==> config.mk <==
export PLATFORM = sky130hd
export DESIGN_NAME = cacd_div
export DESIGN_NICKNAME = d
export VERILOG_FILES = /design/src/hw/rtl/cacd_pkg.sv /design/src/hw/rtl/cacd_div.sv
export SDC_FILE = /design/constraint.sdc
export NUM_CORES = 1
export LEC_CHECK = 0
export ABC_AREA = 1
export BUFFER_PORTS_ARGS = -buffer_cell sky130_fd_sc_hd__buf_2
export CAP_MARGIN = 40
export CELL_PAD_IN_SITES_DETAIL_PLACEMENT = 1
export CELL_PAD_IN_SITES_GLOBAL_PLACEMENT = 1
export CORE_MARGIN = 3
export CORE_UTILIZATION = 43
export CTS_CLUSTER_SIZE = 12
export DETAILED_ROUTE_END_ITERATION = 16
export HOLD_SLACK_MARGIN = 0.15
export PLACE_DENSITY_LB_ADDON = 0.05
export SLEW_MARGIN = 20
export SYNTH_ARGS = -nofsm -noshare
export SYNTH_HDL_FRONTEND = slang
export SYNTH_SLANG_ARGS = --single-unit
==> constraint.sdc <==
create_clock -name clk -period 6.8 [get_ports clk]
set_clock_uncertainty 0.15 [all_clocks]
set_input_delay 1.36 -clock clk [delete_from_list [all_inputs] [get_ports clk]]
set_output_delay 1.36 -clock clk [all_outputs]
set_load 0.05 [all_outputs]
==> src/hw/rtl/cacd_pkg.sv <==
// shared types and constants for the cylindrical charge deposit block
package cacd_pkg;

    localparam int CELL_W  = 48;
    localparam int QUO_W   = 28;
    localparam int NORM_W  = 16;
    localparam int COUNT_W = 8;

    localparam logic OP_DEPOSIT = 1'b0;
    localparam logic OP_READ    = 1'b1;

    typedef enum logic [3:0] {
        ST_CLEAR,
        ST_IDLE,
        ST_SETUP,
        ST_PICK,
        ST_MUL,
        ST_SCALE,
        ST_DIV_GO,
        ST_DIV_WAIT,
        ST_MEM_RD,
        ST_MEM_WR,
        ST_RD_MEM,
        ST_RD_OUT
    } state_t;

endpackage

==> src/hw/rtl/cacd_div.sv <==
// restoring divider, one quotient bit per cycle
module cacd_div #(
    parameter int SUM_W = 40,
    parameter int DEN_W = 40
) (
    input  logic                         clk,
    input  logic                         rst_n,
    input  logic                         start,
    input  logic [SUM_W-1:0]             dividend,
    input  logic [DEN_W-1:0]             divisor,
    output logic                         done,
    output logic [cacd_pkg::QUO_W-1:0]   quotient
);

    localparam int QW  = cacd_pkg::QUO_W;
    localparam int CNW = $clog2(QW + 1);

    logic [DEN_W-1:0] rem_reg,  rem_next;
    logic [QW-1:0]    low_reg,  low_next;
    logic [CNW-1:0]   cnt_reg,  cnt_next;
    logic             busy_reg, busy_next;
    logic             done_reg, done_next;
    logic [DEN_W:0]   rem2;
    logic             ge;

    always_comb
    begin
        rem2      = {rem_reg, low_reg[QW-1]};
        ge        = rem2 >= {1'b0, divisor};
        rem_next  = rem_reg;
        low_next  = low_reg;
        cnt_next  = cnt_reg;
        busy_next = busy_reg;
        done_next = 1'b0;
        if (start)
        begin
            rem_next  = DEN_W'(dividend >> QW);
            low_next  = dividend[QW-1:0];
            cnt_next  = '0;
            busy_next = 1'b1;
        end
        else if (busy_reg)
        begin
            rem_next = ge ? DEN_W'(rem2 - {1'b0, divisor}) : DEN_W'(rem2);
            low_next = {low_reg[QW-2:0], ge};
            cnt_next = cnt_reg + CNW'(1);
            if (cnt_reg == CNW'(QW - 1))
            begin
                busy_next = 1'b0;
                done_next = 1'b1;
            end
        end
    end

    always_ff @(posedge clk or negedge rst_n)
    begin
        if (!rst_n)
        begin
            busy_reg <= 1'b0;
            done_reg <= 1'b0;
            cnt_reg  <= '0;
        end
        else
        begin
            busy_reg <= busy_next;
            done_reg <= done_next;
            cnt_reg  <= cnt_next;
        end
    end

    always_ff @(posedge clk)
    begin
        rem_reg <= rem_next;
        low_reg <= low_next;
    end

    assign done     = done_reg;
    assign quotient = low_reg;

endmodule

Word-level counts from Yosys, hierarchy flattened
Cells that the tools add are included.

Bits in registers: 75. Bits of input ports: 83. Output and inout bits: 29. Word-level logic and storage cells: 24.

Eq/ne operators: 1. Magnitude comparators: 1. Reductions and logical operators: 1. Add/sub/neg operators: 2. Muxes and demuxes: 13.

Operators with widths (count): 28-bit 2-to-1 mux (2); 41-bit by 40-bit greater-or-equal comparator with 1-bit output (1); 40-bit 2-to-1 mux (1); 40-bit subtractor (1); 12-bit 2-to-1 mux (2); 5-bit 2-to-1 mux (2); 1-bit 2-to-1 mux (6); 5-bit by 1-bit adder with 5-bit output, second input constant (1); 5-bit == test, second input constant (1); 2-bit nonzero test (1).

Depth between registers and ports, before layout
Word-level depth: 4. Gate-level depth with buffers: 17. Depth with buffers taken out: 17.

Worst setup path after synthesis
Ideal clock, no wire load.

Path kind: input -> register. Start: input port start. End: register low_reg[0] (netlist: quotient[0]) (enable). Data required time: 6.251 ns. Arrival time: 2.653 ns. Buffers on the path: 1. Library setup time: 0.399 ns. Stages: 3. Setup slack: 3.598 ns. Path through: clkbuf_1 -> nor2_1 -> inv_1.

Word-level cells in the longest chain between the ends: 1.

Ends and longest elaborated chain: start, declared (RTL line cacd_div.sv:8) `input logic start,`; 2-bit nonzero test (no source line); end signal, assigned (RTL line cacd_div.sv:74) `low_reg <= low_next;`; end, declared (RTL line cacd_div.sv:19) `logic [QW-1:0] low_reg, low_next;`.

Every way passes these cells. A chain may end at the register's enable or synchronous reset.

Final worst setup path
Start: input port divisor[19]. End: register rem_reg[10] (data pin).

Word-level cells in the longest chain between the ends: 4.

Ends and longest elaborated chain: start, declared (RTL line cacd_div.sv:10) `input logic [DEN_W-1:0] divisor,`; 41-bit by 40-bit greater-or-equal comparator with 1-bit output (RTL line cacd_div.sv:29) `ge = rem2 >= {1'b0, divisor};`; 40-bit 2-to-1 mux (RTL line cacd_div.sv:44) `rem_next = ge ? DEN_W'(rem2 - {1'b0, divisor}) : DEN_W'(rem2);`; 12-bit 2-to-1 mux (RTL line cacd_div.sv:42) `else if (busy_reg)`; 12-bit 2-to-1 mux (RTL line cacd_div.sv:35) `if (start)`; net rem_next[10] (RTL line cacd_div.sv:18) `logic [DEN_W-1:0] rem_reg, rem_next;`; end signal, assigned (RTL line cacd_div.sv:73) `rem_reg <= rem_next;`; end, declared (RTL line cacd_div.sv:18).

The timed path passes the listed nets, and every way through them passes these cells. The select of a mux whose other input is x is not followed.

==> impl_metrics.ini <==
[outcome]
status = complete, no violations

[clock_tree]
cts_resized = 0
post_cts_buffers = 0
clock-sinks = 75
cts_root_buf = clkbuf_16
cts_buffers = 9
h-tree-depth = 3
clock_latency_ns = 0.36
ctsHoldBuffers = 0
path_clk_slew_ns = 0.07
tritoncts = done
clockBufferDepth = 2

[timing]
final.setup.tns_ns = 0
setup_viol = 0
rsz0062_at_grt = no
finalCritPeriodShare = 0.5626
final.min_clock_period_ns = 3.826
slew_headroom = 0.5232
slew_violations = 0
hold_violations = 0
tightest_slew_ns = 0.7135
fin_ws_ns = 2.974
fmax_ghz = 0.2614

[power]
power.density_nw_per_um2 = 392.0
p_leak_nw = 4.618
peakVddDrop_uv = 147.0

[min_path]
hold_path.class = reg -> reg

[floorplanning]
design.die.area_um2 = 17660
rows = 45
design.portCount = 112
coreArea_um2 = 15480
die_w_um = 132.9
die_y_um = 132.9
start_util = 0.4471

[detailed_routing]
drt-total-wl_mm = 22.35
avgViaCountPerCell = 5.053
dr.pass1.iters = 5
first_iter_violations = 357
ant_nets = 0
wire_per_inst_um = 15.27
drc_errors = 0
vias = 7397

[yosys]
yosys-top-cells-area = nand2_1, edfxtp_1, inv_1
mappedNetlistNets = 1271
yosys_register_bits = 75
synth_top_area_cell = nand2_1
synth_top_area_share = 0.2657
synth_area_um2 = 6923
syn-instance-count = 1146
synth_warnings = 0
synthArstFlopShare = 0.09333
ys_seq_area_frac = 0.2798
synth_edf_count = 40
syn_avg_cell_area_um2 = 6.041
ys_types = 37
synth_ff_type = edfxtp_1

[critical_path]
start_kind = input pin
crit_family = simple AND/OR/NAND/NOR gates
critPathKind = in -> reg
worstPathCellList = buf_2 > inv_1 > ha_1 > nand2_1 > nor2_2 > nand2_1 > nor2_1 > nand2_1 > nand3_2 > nand2_4 > nand2_4 > nand2_1 > nand3_1 > nand2_1
required_ns = 6.76
cp_data_arrival_time_ns = 3.79
cp_slowest_cell = nand2_4
critical_path.max_fanout = 42
cp_common_cell = nand2_1
crit_buf_inv = 2
slowest_delay_ns = 0.53
end_kind = flip-flop

[global_routing]
antenna_found_initial = 0
grt_pass1_wl_mm = 36.77
grt_pass1_vias = 7605
grt_max_degree = 43
grt_usage = 0.2561
grt_overflow = 0

[placement]
portBuffers = 111
routabilityCongestion = 0.9389
hpwl_mm = 17.62
pre_cts_ws_ns = 2.676

[cells_and_area]
nets = 1373
syn2layout_area_growth_pct = 15.02
fin_util = 0.5143
drive_gt1_frac = 0.1261
largest_reg_flops = 40
diodes = 0

[flow_run]
drv_cap = 0
==> per-stage QoR <==
step                      cells  area (µm²)  power [mW]  hold WS, ns
after floorplan            1146        6923       2.145       0.2930
after global placement     1446        7624       2.551       0.3095
after detailed placement   1448        7664       2.595       0.3122
after CTS                  1464        7963       3.129       0.3248
after global routing       1464        7963       3.416       0.3492
final                      1464        7963       3.121       0.3184
==> cell type report <==
class                           instances  area (µm²)
Fill cell                            2246        7521
Multi-Input combinational cell        833        4041
Sequential cell                        75        1937
Inverter                              212       795.8
Timing Repair Buffer                  117       625.6
Tap cell                              211       264.0
Clock buffer                            9       225.2
Clock inverter                          7       73.82
==> kinds of logic after synthesis <==
logic type	Yosys count	share of synthesized area
flops	75	0.2798
compound gates	57	0.04554
simple gates	713	0.4343
xor+xnor	21	0.02657
buf+inv	238	0.1368
fa+ha+maj	42	0.07699
==> where the power goes <==
part           total [mW]  internal (mW)  leakage (nW)  switching (mW)
Combinational        1.92          0.655          3.71            1.26
Clock               0.505          0.261         0.148           0.244
Sequential          0.697          0.613         0.759          0.0837
Total                3.12           1.53          4.62            1.59
==> tightest hold or removal path: stages, from the launching register on <==
cell,delay [ns]
dfxtp_1,0.32
nand2_1,0.06
nand2_1,0.04
==> synthesized netlist by cell type, types with 3 or more instances <==
library cell / n
a21o_1: 3
a21oi_1: 29
a31oi_1: 3
and2_1: 4
buf_2: 7
buf_6: 6
clkbuf_1: 11
clkinv_1: 6
dfrtp_1: 7
dfxtp_1: 28
edfxtp_1: 40
ha_1: 41
inv_1: 204
nand2_1: 490
nand2_2: 3
nand3_1: 87
nand3b_1: 31
nand4_1: 4
nor2_1: 68
nor2_2: 9
nor3_1: 9
o21ai_0: 9
o21ai_1: 8
xnor2_1: 20
==> cell usage in the layout (no fill, tap or decap), types with 9 or more instances in the layout <==
master	netlist	final
nand2_1	490	490
inv_1	204	203
buf_2	7	111
nand3_1	87	87
nor2_1	68	67
ha_1	41	41
edfxtp_1	40	40
nand3b_1	31	31
a21oi_1	29	29
dfxtp_1	28	28
xnor2_1	20	20
nor2_2	9	10
nor3_1	9	9
o21ai_0	9	9
clkbuf_16	0	9
==> layer usage <==
metal | global-route usage | vias up | wire length, µm
met5 | 0 | - | 0
met2 | 0.4475 | 135 | 10830
met1 | 0.3279 | 3527 | 10320
li1 | - | 3711 | -
met4 | 0.05600 | 0 | 320
met3 | 0.04943 | 24 | 888
==> worst paths after layout <==
| path | start | end | cells after the start | slack [ns] |
|---|---|---|---|---|
| worst min register to register | rem_reg[28] | rem_reg[28] | 2 | 0.32 |
| max in group asynchronous | rst_n | cnt_reg[3] | 1 | 5.64 |
| min in group asynchronous | rst_n | busy_reg | 1 | 0.68 |
| worst min-delay path | rem_reg[28] | rem_reg[28] | 2 | 0.32 |
| worst max register to register | rem_reg[7] | rem_reg[10] | 12 | 3.71 |
| worst max-delay path | divisor[19] | rem_reg[10] | 14 | 2.97 |
Power figures use the tool's default switching activity.
